## config.mk

```make
export PLATFORM = sky130hd
export DESIGN_NAME = arena_bump_allocator_flat
export DESIGN_NICKNAME = d
export VERILOG_FILES = /design/src/rtl/core/abump_pkg.sv /design/src/rtl/core/abump_if.sv /design/src/rtl/core/abump_calc.sv /design/src/rtl/core/arena_bump_allocator.sv /design/src/flat_wrapper.sv
export SDC_FILE = /design/constraint.sdc
export NUM_CORES = 1
export LEC_CHECK = 0
export ABC_AREA = 0
export BUFFER_PORTS_ARGS = -buffer_cell sky130_fd_sc_hd__buf_2
export CAP_MARGIN = 15
export CORE_MARGIN = 5
export CORE_UTILIZATION = 46
export CTS_CLUSTER_DIAMETER = 200
export DETAILED_ROUTE_END_ITERATION = 8
export PLACE_DENSITY = 0.7
export SLEW_MARGIN = 40
export SYNTH_ARGS = -nofsm -noshare
export SYNTH_HDL_FRONTEND = slang
export SYNTH_SLANG_ARGS = --single-unit
```

## constraint.sdc

```tcl
create_clock -name clk_i -period 19.6 [get_ports clk_i]
set_clock_uncertainty 0.1 [all_clocks]
set_input_delay 0.98 -clock clk_i [delete_from_list [all_inputs] [get_ports clk_i]]
set_output_delay 0.98 -clock clk_i [all_outputs]
set_load 0.01 [all_outputs]
```

## src/rtl/core/abump_pkg.sv

```systemverilog
// Shared types and constants for the arena bump allocator.
// No dependencies; abump_calc, arena_bump_allocator and the testbench import this package.
package abump_pkg;

  localparam int unsigned ALIGN        = 8;
  localparam int unsigned COMMIT_BLOCK = 4096;

  localparam logic [32:0] AlignLow33  = 33'(ALIGN - 1);
  localparam logic [31:0] AlignLow32  = 32'(ALIGN - 1);
  localparam logic [32:0] CommitLow33 = 33'(COMMIT_BLOCK - 1);
  localparam logic [32:0] CommitSize  = 33'(COMMIT_BLOCK);
  localparam logic [32:0] CommitMax   = '1;

  typedef enum logic [1:0] {
    ACT_ALLOC    = 2'd0,
    ACT_POP_SIZE = 2'd1,
    ACT_POP_TO   = 2'd2,
    ACT_RESET    = 2'd3
  } action_e;

  typedef enum logic [1:0] {
    MREQ_NONE      = 2'd0,
    MREQ_COMMIT    = 2'd1,
    MREQ_DECOMMIT  = 2'd2,
    MREQ_RELEASE   = 2'd3
  } mem_req_e;

  typedef struct packed {
    logic [31:0] top;
    logic [32:0] committed;
  } arena_state_t;

  typedef struct packed {
    logic        ok;
    logic [31:0] block_offset;
    mem_req_e    mem_request;
    logic [32:0] request_offset;
    logic [32:0] request_size;
  } result_t;

endpackage

```

## src/rtl/core/abump_if.sv

```systemverilog
// Valid/ready channel interfaces for requests, results and the capacity register.
// Self-contained; the payload widths match the types in abump_pkg.
interface abump_req_if;
  logic        valid;
  logic        ready;
  logic [1:0]  action;
  logic [31:0] amount;

  modport source (output valid, action, amount, input ready);
  modport sink (input valid, action, amount, output ready);
endinterface

interface abump_rsp_if;
  logic        valid;
  logic        ready;
  logic        ok;
  logic [31:0] block_offset;
  logic [1:0]  mem_request;
  logic [32:0] request_offset;
  logic [32:0] request_size;

  modport source (output valid, ok, block_offset, mem_request, request_offset,
                  request_size, input ready);
  modport sink (input valid, ok, block_offset, mem_request, request_offset,
                request_size, output ready);
endinterface

interface abump_cfg_if;
  logic        valid;
  logic        ready;
  logic [31:0] capacity;

  modport source (output valid, capacity, input ready);
  modport sink (input valid, capacity, output ready);
endinterface

```

## src/rtl/core/abump_calc.sv

```systemverilog
// Next-state and result logic for one allocator request.
// Depends on abump_pkg; purely combinational.
module abump_calc (
  input  abump_pkg::action_e      action_i,
  input  logic [31:0]             amount_i,
  input  logic [31:0]             capacity_i,
  input  abump_pkg::arena_state_t state_i,
  output abump_pkg::arena_state_t state_o,
  output abump_pkg::result_t      result_o
);
  import abump_pkg::*;

  logic [32:0] size;
  logic [33:0] alloc_end;
  logic [32:0] csize;
  logic [33:0] commit_sum;
  logic [31:0] pop_top;
  logic [31:0] target;
  logic [32:0] spare_bytes;
  logic [32:0] rem;
  logic [32:0] trim_offset;
  logic        trim_hit;

  assign size       = ({1'b0, amount_i} + AlignLow33) & ~AlignLow33;
  assign alloc_end  = {2'b00, state_i.top} + {1'b0, size};
  assign csize      = (size + CommitLow33) & ~CommitLow33;
  assign commit_sum = {1'b0, state_i.committed} + {1'b0, csize};
  assign target     = amount_i & ~AlignLow32;

  always_comb begin
    if (action_i == ACT_POP_SIZE) begin
      pop_top = (size >= {1'b0, state_i.top}) ? '0 : state_i.top - size[31:0];
    end else begin
      pop_top = target;
    end
  end

  assign spare_bytes = state_i.committed - {1'b0, pop_top};
  assign rem         = spare_bytes & CommitLow33;
  assign trim_offset = {1'b0, pop_top} + rem;
  assign trim_hit    = (state_i.committed >= {1'b0, pop_top}) &&
                       (spare_bytes >= CommitSize);

  always_comb begin
    state_o  = state_i;
    result_o = '{ok: 1'b1, block_offset: '0, mem_request: MREQ_NONE,
                 request_offset: '0, request_size: '0};
    unique case (action_i) inside
      ACT_ALLOC: begin
        if (alloc_end > {2'b00, capacity_i}) begin
          result_o.ok = 1'b0;
        end else begin
          if (alloc_end > {1'b0, state_i.committed}) begin
            result_o.mem_request    = MREQ_COMMIT;
            result_o.request_offset = state_i.committed;
            result_o.request_size   = csize;
            state_o.committed       = commit_sum[33] ? CommitMax : commit_sum[32:0];
          end
          result_o.block_offset = state_i.top;
          state_o.top           = alloc_end[31:0];
        end
      end
      ACT_POP_SIZE, ACT_POP_TO: begin
        if (action_i == ACT_POP_SIZE || amount_i < state_i.top) begin
          state_o.top = pop_top;
          if (trim_hit) begin
            result_o.mem_request    = MREQ_DECOMMIT;
            result_o.request_offset = trim_offset;
            result_o.request_size   = spare_bytes & ~CommitLow33;
            state_o.committed       = trim_offset;
          end
        end
      end
      ACT_RESET: begin
        result_o.mem_request  = MREQ_RELEASE;
        result_o.request_size = state_i.committed;
        state_o               = '0;
      end
      default: begin
        state_o = state_i;
      end
    endcase
  end

endmodule

```

## src/rtl/core/arena_bump_allocator.sv

```systemverilog
// Arena bump allocator: a request is taken in the cycle it is offered while the result
// register is empty or being drained, so one request per cycle is sustained; its result
// is registered and appears in the following cycle. The throughput is set by the single pass through abump_calc,
// which updates the top and committed registers in the accepting cycle. The capacity
// register is always ready and should be written only while the block is idle.
// Depends on abump_pkg, abump_if.sv and abump_calc.
module arena_bump_allocator (
  input logic         clk_i,
  input logic         rst_ni,
  abump_req_if.sink   req,
  abump_rsp_if.source rsp,
  abump_cfg_if.sink   cfg
);
  import abump_pkg::*;

  arena_state_t state_q, state_d;
  result_t      result_q, result_d;
  logic         rsp_valid_q;
  logic [31:0]  capacity_q;
  logic         req_fire;

  assign req.ready = !rsp_valid_q || rsp.ready;
  assign req_fire  = req.valid && req.ready;
  assign cfg.ready = 1'b1;

  abump_calc u_calc (
    .action_i  (action_e'(req.action)),
    .amount_i  (req.amount),
    .capacity_i(capacity_q),
    .state_i   (state_q),
    .state_o   (state_d),
    .result_o  (result_d)
  );

  always_ff @(posedge clk_i or negedge rst_ni) begin
    if (!rst_ni) begin
      state_q     <= '0;
      rsp_valid_q <= 1'b0;
      capacity_q  <= '1;
    end else begin
      if (cfg.valid) begin
        capacity_q <= cfg.capacity;
      end
      if (req_fire) begin
        state_q     <= state_d;
        rsp_valid_q <= 1'b1;
      end else if (rsp.ready) begin
        rsp_valid_q <= 1'b0;
      end
    end
  end

  always_ff @(posedge clk_i) begin
    if (req_fire) begin
      result_q <= result_d;
    end
  end

  assign rsp.valid          = rsp_valid_q;
  assign rsp.ok             = result_q.ok;
  assign rsp.block_offset   = result_q.block_offset;
  assign rsp.mem_request    = result_q.mem_request;
  assign rsp.request_offset = result_q.request_offset;
  assign rsp.request_size   = result_q.request_size;

  // The committed mark never falls below the top of the arena.
  a_commit_covers_top: assert property (@(posedge clk_i) disable iff (!rst_ni)
    state_q.committed >= {1'b0, state_q.top})
    else $error("committed mark below top");

  // A reset request empties the arena.
  a_reset_clears: assert property (@(posedge clk_i) disable iff (!rst_ni)
    req_fire && req.action == ACT_RESET |=> state_q == '0)
    else $error("reset request left state behind");

  // A pop by size leaves less than one commit block of free committed space.
  a_pop_trims: assert property (@(posedge clk_i) disable iff (!rst_ni)
    req_fire && req.action == ACT_POP_SIZE
    |=> (state_q.committed - {1'b0, state_q.top}) < CommitSize)
    else $error("pop left a whole free block committed");

  // A failed allocation carries no memory request and no block.
  a_fail_quiet: assert property (@(posedge clk_i) disable iff (!rst_ni)
    rsp_valid_q && !result_q.ok
    |-> result_q.mem_request == MREQ_NONE && result_q.block_offset == '0)
    else $error("failed allocation produced a request");

endmodule

```

## src/flat_wrapper.sv

```systemverilog
// flat-port wrapper written by rule: the top's interface ports become plain ports
module arena_bump_allocator_flat import abump_pkg::*;
  (clk_i, rst_ni, req_valid, req_action, req_amount, req_ready, rsp_valid, rsp_ok, rsp_block_offset, rsp_mem_request, rsp_request_offset, rsp_request_size, rsp_ready, cfg_valid, cfg_capacity, cfg_ready);
  abump_req_if req_i ();
  abump_rsp_if rsp_i ();
  abump_cfg_if cfg_i ();
  input logic clk_i;
  input logic rst_ni;
  input wire logic [$bits(req_i.valid)-1:0] req_valid;
  input wire logic [$bits(req_i.action)-1:0] req_action;
  input wire logic [$bits(req_i.amount)-1:0] req_amount;
  output wire logic [$bits(req_i.ready)-1:0] req_ready;
  output wire logic [$bits(rsp_i.valid)-1:0] rsp_valid;
  output wire logic [$bits(rsp_i.ok)-1:0] rsp_ok;
  output wire logic [$bits(rsp_i.block_offset)-1:0] rsp_block_offset;
  output wire logic [$bits(rsp_i.mem_request)-1:0] rsp_mem_request;
  output wire logic [$bits(rsp_i.request_offset)-1:0] rsp_request_offset;
  output wire logic [$bits(rsp_i.request_size)-1:0] rsp_request_size;
  input wire logic [$bits(rsp_i.ready)-1:0] rsp_ready;
  input wire logic [$bits(cfg_i.valid)-1:0] cfg_valid;
  input wire logic [$bits(cfg_i.capacity)-1:0] cfg_capacity;
  output wire logic [$bits(cfg_i.ready)-1:0] cfg_ready;
  assign req_i.valid = req_valid;
  assign req_i.action = req_action;
  assign req_i.amount = req_amount;
  assign req_ready = req_i.ready;
  assign rsp_valid = rsp_i.valid;
  assign rsp_ok = rsp_i.ok;
  assign rsp_block_offset = rsp_i.block_offset;
  assign rsp_mem_request = rsp_i.mem_request;
  assign rsp_request_offset = rsp_i.request_offset;
  assign rsp_request_size = rsp_i.request_size;
  assign rsp_i.ready = rsp_ready;
  assign cfg_i.valid = cfg_valid;
  assign cfg_i.capacity = cfg_capacity;
  assign cfg_ready = cfg_i.ready;
  arena_bump_allocator u_core (.clk_i(clk_i), .rst_ni(rst_ni), .req(req_i), .rsp(rsp_i), .cfg(cfg_i));
endmodule
```

==> flow_metrics.tcl, run 1 <==
set metrics [dict create \
    drive_above_1_share_pct 13.3 \
    ios 175 \
    dieArea_mm2 0.0484 \
    holdWs_ns 0.375 \
    cts_root_buf "clkbuf_16" \
    worst_ir_drop_vdd_uv 103 \
    hold_viol_final 0 \
    post-route-util_pct 50.7 \
    routed_wl_um 74600 \
    status "finished, final reports clean" \
    via_per_inst 6.20 \
    p_leak_uw 0.00971 \
    ys_ff_latch 199 \
    final_nets 2826 \
    synth_fp_nets 2725 \
    slowest_delay_ns 0.69 \
    synth_cell_types 109 \
    critical_path_class "in2reg" \
    period_needed_ns 10.36 \
    cts_made_buffers 17 \
    synth_cells 2398 \
    dominantRegCellSynth "edfxtp_1" \
    power.density_mw_per_mm2 185 \
    use_met1_pct 44.4 \
    finalNonFillerCells 3106 \
    placed_cells 3071 \
    crit_family "simple AND/OR/NAND/NOR gates" \
    row_count 77 \
    cap_viol_max_count 0 \
    cts_buffer_depth 2 \
    yosysTopAreaCellShare_pct 15.5 \
    crit_arrival_ns 10.67 \
    drtAntennaViolNets 0 \
    yosysSeqAreaShare_pct 27.2 \
    nFillCells 4343 \
    clockPowerShare_pct 9.2 \
    cp-start-kind "input pin" \
    rsz0062_at_grt "false" \
    clock.fmax_mhz 96.5 \
    worst_pin_slew_ns 0.902 \
    crit_path_top_delay_cell "a211oi_4" \
    totalPowerFinal_uw 4120 \
    ys_warn_count 0 \
    finalMaxSlewViolations 0 \
    p_int_uw 1870 \
    first_pass_iters 6 \
    io_buffers 173 \
    yosysTopAreaCell "ha_1" \
    grt_pass1_vias 18300 \
    gp_congestion 1.01 \
    initial_core_util_pct 46.2 \
    die_x_um 220 \
    period_share_pct 52.9 \
    rr_worst_depth 27 \
    layout_commonest_cell "ha_1" \
    mostFrequentLayoutCells "250 x ha_1, 206 x inv_1, 195 x a21oi_1, 188 x nor2_1, 171 x buf_2" \
    htree_levels 4 \
    use_met2_pct 45.4 \
    hold_path.class "in2async" \
    synth_area_mm2 0.0203 \
    max_slew_margin_pct 39.3 \
    cts_resized 0 \
    setup_violations 0 \
    wire_per_inst_um 24.0 \
    antenna_found_initial 3 \
    grt_max_degree 73 \
    critPathBufInv 7 \
    cts_setup_buffers 0 \
    grt_util_met3_pct 4.70 \
    cp.required_ns 19.91 \
    combPwrFrac_pct 73.8 \
    route.vias.total 19200 \
    grt_overflow 0 \
    r2r_slack_ns 11.02 \
    cts_tree "built" \
    cp-end-kind "flop" \
    power.share.sequential_pct 17.0 \
    clk_pin_slew_ns 0.08 \
    drtIter0Drc 1950 \
    synth-edff-count 101 \
    crit_path_max_fanout 32 \
    hold_buffers 0 \
    ys_top_cells_by_area "ha_1 15%, edfxtp_1 15%, dfrtp_1 8.1%" \
    p_sw_share_pct 54.6 \
    drc 0 \
    core_area_mm2 0.0439 \
    synth-async-reset-ratio_pct 49.2 \
    area_delta_synth_final_pct 9.74 \
    grt_usage_pct 30.5 \
    clock_sinks 199 \
    synth.avg_cell_area_um2 8.46 \
    rr_startpoint "u_core.state_q[45]$_DFFE_PN0P_" \
    busiest_layer "met2" \
    clk_latency_ns 0.52 \
    timing.rr.end "u_core.state_q[0]$_DFFE_PN0P_" \
    dpl.hpwl_um 59600 \
    tns_ns 0 \
    power.switching_uw 2250 \
    die_h_um 220 \
    grt_pass1_wl_um 112000 \
]
-- area by class of cell --
cell class / instances / area [um^2] / area share (%)
Clock inverter: 14 / 175 / 0.787
Sequential cell: 199 / 5530 / 24.8
Tap cell: 592 / 741 / 3.33
Timing Repair Buffer: 192 / 1040 / 4.66
Clock buffer: 18 / 439 / 1.97
Inverter: 210 / 788 / 3.54
Antenna cell: 2 / 5.00 / 0.0225
Multi-Input combinational cell: 1879 / 13600 / 60.9
-- state kept, by name, summed over array words and instances, names as in the netlist --
signal / count
u_core.state_q: 65
u_core.rsp.request_offset: 33
u_core.rsp.request_size: 33
u_core.capacity_q: 32
u_core.rsp.block_offset: 32
u_core.rsp.mem_request: 2
u_core.rsp.ok: 1
u_core.rsp.valid: 1
-- metal layers --
layer / vias up / wire length (um)
li1: 8982 / -
met1: 9251 / 34000
met2: 885 / 31900
met3: 123 / 5820
met4: 2 / 2850
met5: - / 13
-- power by group through the flow --
stage	Combinational, uW	Sequential, uW	Clock, uW
2_1_floorplan	2050	677	0
3_3_place_gp	2920	699	0
3_5_place_dp	2950	700	0
4_1_cts	2970	693	391
5_1_grt	3300	710	406
6_report	3040	698	380
-- synthesized netlist by cell type (13+ instances only) --
master and instances:
nand2b_1 35, and3_1 16, buf_2 27, nand3_1 37
o211ai_1 32, nor2b_1 29, o21a_1 20, or3_1 18
and2_1 62, or2_2 13, a22oi_1 43, nand4_1 51
xor2_1 48, o21bai_1 20, clkbuf_1 72, xnor2_1 100
a31oi_1 24, ha_1 251, a21o_1 68, a211oi_1 41
inv_1 206, nor3_1 41, nand2_1 149, o21ai_0 129
dfrtp_1 66, nor2_1 189, dfstp_2 32, o31ai_1 15
edfxtp_1 101, a21oi_1 195, nor4_1 16, a221oi_1 18
-- cell families after synthesis --
kind of cell | after synthesis | share of synthesized area, %
other | 1 | 0.0185
AOI/OAI and AO/OA | 750 | 25.3
muxes | 15 | 0.789
xor gates and xnor gates | 150 | 6.55
and+or+nand+nor | 707 | 18.0
buffers and inverters | 320 | 6.18
adders and majority gates | 256 | 16.0
DFF | 199 | 27.2
-- worst register-to-register path, cell delays in order (launching register included) --
cell and delay [ns]:
dfrtp_1 0.47, inv_1 0.13, ha_1 0.56, o21ai_0 0.20, o21ai_0 0.49, or4b_2 0.64
a21oi_1 0.17, o21ai_2 0.17, and2_1 0.19, buf_4 0.24, nand2_1 0.19, inv_1 0.06
ha_1 0.24, fa_1 0.48, nor2b_1 0.24, o211ai_1 0.20, a21oi_1 0.48, a21oi_1 0.25
o311ai_0 0.57, a32o_1 0.26, nor4b_1 0.06, nand4_1 0.11, o31ai_1 0.14, a211oi_4 0.70
buf_4 0.47, o31ai_1 0.16, buf_4 0.22, mux2_2 0.28
-- metrics by stage --
step	cell area, um^2	setup slack [ns]
final	22300	9.24
after global routing	22300	8.70
after CTS	22200	9.38
after detailed placement	21600	8.87
after global placement	21600	8.91
after floorplan	20300	10.72
-- worst max-delay path by stage --
stage                              from                                 endpoint  slack, ns  depth (start not counted)
after floorplan           req_amount[8]  u_core.rsp.request_offset[28]$_DFFE_PP_      10.72                         37
after global placement    req_amount[8]    u_core.rsp.request_size[29]$_DFFE_PP_       8.91                         31
after global routing      req_amount[8]            u_core.state_q[0]$_DFFE_PN0P_       8.70                         33
final                     req_amount[8]            u_core.state_q[0]$_DFFE_PN0P_       9.24                         34
after detailed placement  req_amount[8]            u_core.state_q[1]$_DFFE_PN0P_       8.87                         34
after CTS                 req_amount[8]            u_core.state_q[0]$_DFFE_PN0P_       9.38                         34
No activity file was read; power rests on OpenSTA's default activity.
==> run 2, diff against run 1 <==
--- a/config.mk
+++ b/config.mk
@@ -12,7 +12,7 @@
 export CORE_UTILIZATION = 46
 export CTS_CLUSTER_DIAMETER = 200
 export DETAILED_ROUTE_END_ITERATION = 8
-export PLACE_DENSITY = 0.7
+export PLACE_DENSITY = 0.73
 export SLEW_MARGIN = 40
 export SYNTH_ARGS = -nofsm -noshare
 export SYNTH_HDL_FRONTEND = slang
==> constraint.sdc (replaced) <==
create_clock -name clk_i -period 9 [get_ports clk_i]
set_clock_uncertainty 0.1 [all_clocks]
set_input_delay 0.45 -clock clk_i [delete_from_list [all_inputs] [get_ports clk_i]]
set_output_delay 0.45 -clock clk_i [all_outputs]
set_load 0.01 [all_outputs]
==> run 2 against run 1 <==
Die area unchanged; register-to-register slack got worse by 9.5 ns; via count increased by 5.5%; power increased by 150%; sequential cell count unchanged; hold slack got worse by 0.34 ns; first-iteration DRC count increased by 4.5%; combinational power increased to 2.6 times the previous value; critical path depth increased by 1; cell count increased by 9.8%; non-clock buffer count increased by 306; largest power group unchanged.
==> flow_metrics.tcl, run 2 (synthesis gave the netlist of run 1 again) <==
set metrics [dict create \
    clock.fmax_mhz 117 \
    mostFrequentLayoutCells "318 x buf_4, 249 x ha_1, 206 x inv_1, 195 x a21oi_1, 188 x nor2_1" \
    antenna_found_initial 1 \
    crit_path_top_delay_cell "or4_4" \
    largest_reg_flops 65 \
    core_area_mm2 0.0439 \
    crit_path_max_fanout 18 \
    clk_pin_slew_ns 0.08 \
    period_share_pct 95.0 \
    largest-register "u_core.state_q" \
    area_delta_synth_final_pct 21.3 \
    final_nets 3132 \
    grt_pass1_wl_um 118000 \
    drc 0 \
    row_count 77 \
    drtIter0Drc 2037 \
    initial_core_util_pct 46.2 \
    cts_made_buffers 17 \
    placed_cells 3376 \
    grt_overflow 0 \
    crit_path_frequent_cell "a21oi_1" \
    routed_wl_um 78800 \
    finalNonFillerCells 3411 \
    cts_setup_buffers 0 \
    tns_ns 0 \
    die_x_um 220 \
    grt_usage_pct 32.1 \
    finalMaxSlewViolations 0 \
    max_slew_margin_pct 41.0 \
    slowest_delay_ns 0.60 \
    first_pass_iters 5 \
    finalInstanceArea_mm2 0.0246 \
    period_needed_ns 8.55 \
    critical_path_class "in2reg" \
    holdCritStartpoint "cfg_capacity[9]" \
    rsz0062_at_grt "false" \
    cp-start-kind "input pin" \
    die_h_um 220 \
    p_leak_uw 0.0112 \
    cp.required_ns 9.14 \
    hold_buffers 1 \
    layout_commonest_cell "buf_4" \
    cap_viol_max_count 0 \
    worst_ir_drop_vdd_uv 196 \
    via_per_inst 5.95 \
    grt_max_degree 64 \
    drtAntennaViolNets 0 \
    drive_above_1_share_pct 22.6 \
    route.vias.total 20300 \
    cp-startpoint "req_amount[15]" \
    io_buffers 173 \
    hold_viol_final 0 \
    ios 175 \
    gp_congestion 1.02 \
    cts_root_buf "clkbuf_16" \
    crit_arrival_ns 8.69 \
    dpl_cell_area_mm2 0.0240 \
    hold_path.class "in2reg" \
    cts_buffer_depth 2 \
    power.density_mw_per_mm2 414 \
    rr_startpoint "u_core.state_q[37]$_DFFE_PN0P_" \
    cts_resized 0 \
    dieArea_mm2 0.0484 \
    dpl.hpwl_um 64800 \
    status "finished, final reports clean" \
    clk_latency_ns 0.52 \
    setup_violations 0 \
    worst_pin_slew_ns 0.878 \
    wire_per_inst_um 23.1 \
    grt_pass1_vias 19500 \
    cts_tree "built" \
    cp-end-kind "flop" \
    clock_sinks 199 \
    htree_levels 4 \
    nFillCells 4119 \
]
run 2: layout make-up:
type,instances,area [um^2],area share (%)
clock buffers,17,425,1.73
multi-input cells,1879,13600,55.1
clock inverters,15,166,0.676
well taps,592,741,3.01
inverters,210,788,3.20
diodes,1,2.50,0.0102
repair buffers,498,3410,13.9
flip-flops and latches,199,5530,22.4
run 2: path summary, 6_finish.rpt:
check | endpoint | slack (ns) | depth (start not counted)
max in group asynchronous | u_core.state_q[59]$_DFFE_PN0P_ | 7.38 | 3
worst min register to register | u_core.capacity_q[28]$_DFFE_PN1P_ | 0.41 | 2
worst max-delay path | u_core.rsp.request_offset[32]$_DFFE_PP_ | 0.45 | 35
min in group asynchronous | u_core.state_q[39]$_DFFE_PN0P_ | 0.38 | 2
worst max register to register | u_core.rsp.request_offset[32]$_DFFE_PP_ | 1.56 | 28
worst min-delay path | u_core.capacity_q[9]$_DFFE_PN1P_ | 0.04 | 3
run 2: stage by stage:
step                      total power [uW]  setup WS [ns]  utilization [%]  hold WS, ns
after floorplan                       5940          0.654                -       0.0544
after detailed placement              9160         0.0381             54.6        0.399
after global routing                 10900         0.0839             56.0       0.0384
after global placement                9080          0.180             54.6        0.393
final                                10200          0.447             56.0       0.0402
after CTS                            10000          0.543             56.0       0.0156
run 2: critical path, delay by kind of cell:
family	cells	cell delay [ns]
buffers and inverters	7	1.09
AND/OR/NAND/NOR	14	3.60
AO/OA/AOI/OAI	9	1.88
adder cells (fa/ha/maj)	3	0.93
XOR/XNOR	2	0.73
run 2: power breakdown:
group,leakage (uW),internal [uW],switching [uW]
registers,0.00213,1260,263
clock network,0.000284,392,423
logic,0.00878,3340,4510
run 2: per-layer routing:
layer | GRT usage (%) | vias up | wire [um]
met3 | 5.47 | 111 | 5920
met2 | 48.7 | 827 | 34000
met5 | 0 | - | 0
met4 | 11.0 | 0 | 2500
li1 | - | 9577 | -
met1 | 46.4 | 9777 | 36400
==> run 3, diff against run 2 <==
--- a/config.mk
+++ b/config.mk
@@ -8,11 +8,13 @@
 export ABC_AREA = 0
 export BUFFER_PORTS_ARGS = -buffer_cell sky130_fd_sc_hd__buf_2
 export CAP_MARGIN = 15
+export CELL_PAD_IN_SITES_DETAIL_PLACEMENT = 1
+export CELL_PAD_IN_SITES_GLOBAL_PLACEMENT = 1
 export CORE_MARGIN = 5
-export CORE_UTILIZATION = 46
+export CORE_UTILIZATION = 43
 export CTS_CLUSTER_DIAMETER = 200
 export DETAILED_ROUTE_END_ITERATION = 8
-export PLACE_DENSITY = 0.73
+export PLACE_DENSITY = 0.85
 export SLEW_MARGIN = 40
 export SYNTH_ARGS = -nofsm -noshare
 export SYNTH_HDL_FRONTEND = slang
==> run 3 against run 2 <==
Die area increased by 6.7%; register-to-register slack worse by 0.31 ns; non-clock buffer count is 75 lower; hold slack worse by 0.015 ns; via count rose by 1.8%; sequential share of layout area grew 0.45 points; wire length rose by 10%; critical path depth fell by 1; count of clock-buffer cells in the layout unchanged.
==> flow_metrics.tcl, run 3 (synthesis gave the netlist of run 1 again) <==
set metrics [dict create \
    cp.required_ns 9.30 \
    min_to "u_core.rsp.valid$_DFFE_PN0P_" \
    crit_arrival_ns 9.00 \
    cp-end-kind "flop" \
    core_area_mm2 0.0467 \
    dpl_cell_area_mm2 0.0234 \
    totalPowerFinal_uw 10300 \
    period_share_pct 96.7 \
    ios 175 \
    worst_pin_slew_ns 0.760 \
    rr_worst_depth 25 \
    finalInstanceArea_mm2 0.0241 \
    antenna_found_initial 1 \
    wire_per_inst_um 25.9 \
    initial_core_util_pct 43.5 \
    clock.fmax_mhz 115 \
    via_per_inst 6.17 \
    rr_startpoint "u_core.state_q[42]$_DFFE_PN0P_" \
    layout_commonest_cell "ha_1" \
    status "finished, final reports clean" \
    cts_root_buf "clkbuf_16" \
    setup_violations 0 \
    rsz0062_at_grt "false" \
    routed_wl_um 87000 \
    finalMaxSlewViolations 0 \
    die_x_um 227 \
    grt_pass1_wl_um 131000 \
    crit_path_max_fanout 19 \
    clk_latency_ns 0.53 \
    cp-start-kind "input pin" \
    drc 0 \
    hold_path.class "in2reg" \
    io_buffers 173 \
    worst_ir_drop_vdd_uv 192 \
    cts_buffer_depth 2 \
    slowest_delay_ns 0.75 \
    dpl.hpwl_um 70600 \
    p_leak_uw 0.0109 \
    grt_pass1_vias 21300 \
    drive_above_1_share_pct 20.6 \
    clk_pin_slew_ns 0.10 \
    gp_congestion 0.989 \
    first_pass_iters 5 \
    cap_viol_max_count 0 \
    r2r_slack_ns 1.25 \
    die_h_um 227 \
    clock_sinks 199 \
    largest-register "u_core.state_q" \
    final_nets 3057 \
    grt_usage_pct 33.2 \
    hold_viol_final 0 \
    crit_path_top_delay_cell "or4b_2" \
    tns_ns 0 \
    largest_reg_flops 65 \
    cts_made_buffers 17 \
    crit_path_frequent_cell "buf_4" \
    dieArea_mm2 0.0516 \
    drtIter0Drc 2045 \
    period_needed_ns 8.70 \
    grt_overflow 0 \
    grt_max_degree 69 \
    drtAntennaViolNets 0 \
    holdPathStages 2 \
    critical_path_class "in2reg" \
    power.density_mw_per_mm2 425 \
    holdCritStartpoint "req_valid" \
    max_slew_margin_pct 49.0 \
    mostFrequentLayoutCells "249 x ha_1, 242 x buf_4, 206 x inv_1, 194 x a21oi_1, 188 x nor2_1" \
    timing.rr.end "u_core.state_q[39]$_DFFE_PN0P_" \
    row_count 79 \
    cts_tree "built" \
    htree_levels 4 \
    area_delta_synth_final_pct 18.9 \
    route.vias.total 20700 \
]
==> run 3: per-layer routing <==
metal  wire length (um)  vias to the layer above  GRT usage, %
li1                   -                     9416             -
met1              39100                    10300          46.7
met2              39200                      793          52.7
met3               5430                      130          4.33
met4               3180                        0          12.0
met5                  0                        -             0
==> run 3: stage by stage <==
| stage | hold slack [ns] | std cells | util, % | worst slack [ns] |
|---|---|---|---|---|
| finish | 0.0250 | 3352 | 51.7 | 0.297 |
| CTS | 0.00885 | 3349 | 51.6 | 0.187 |
| global route | 0.0346 | 3351 | 51.7 | 0.00628 |
| detailed placement | 0.405 | 3316 | 50.2 | -0.319 |
| global placement | 0.394 | 3316 | 50.2 | -0.292 |
| floorplan | 0.0544 | 2398 | - | 0.654 |
==> run 3: report_power, final <==
group | total [uW] | leakage (uW) | switching [uW] | internal [uW]
logic | 7870 | 0.00843 | 4740 | 3120
clock network | 854 | 0.000300 | 452 | 403
registers | 1540 | 0.00213 | 278 | 1260
==> run 3: worst max-delay path, delay by kind of cell <==
family | cells | cell delay (ns)
compound gates | 9 | 2.09
xor+xnor | 1 | 0.21
fa+ha+maj | 2 | 0.64
buf+inv | 9 | 1.66
simple gates | 13 | 3.94
==> run 3: final cells by class <==
type	count	area (um^2)
Clock buffer	17	425
Sequential cell	199	5530
Timing Repair Buffer	423	2850
Fill cell	5596	22500
Multi-Input combinational cell	1879	13600
Clock inverter	15	201
Antenna cell	2	5.00
Tap cell	607	759
Inverter	210	788
==> run 3: worst max-delay path by stage <==
stage                        startpoint                                       to  slack (ns)  cells after the start
after floorplan           req_amount[8]  u_core.rsp.request_offset[28]$_DFFE_PP_        0.65                     37
after detailed placement  req_amount[8]    u_core.rsp.request_size[18]$_DFFE_PP_       -0.32                     31
final                     req_amount[8]           u_core.state_q[25]$_DFFE_PN0P_        0.30                     34
after CTS                 req_amount[8]    u_core.rsp.request_size[18]$_DFFE_PP_        0.19                     32
after global placement    req_amount[8]           u_core.state_q[25]$_DFFE_PN0P_       -0.29                     35
after global routing      req_amount[5]           u_core.state_q[23]$_DFFE_PN0P_       0.006                     27
==> run 3: repair_timing <==
| item | 4_1_cts | 5_1_grt |
|---|---|---|
| endpoints found under the hold margin | 14 | 0 |
| endpoints found under the setup margin | 0 | 62 |
| resized for setup | 0 | 6 |
| setup buffers | 0 | 0 |
| hold buffers | 1 | 0 |
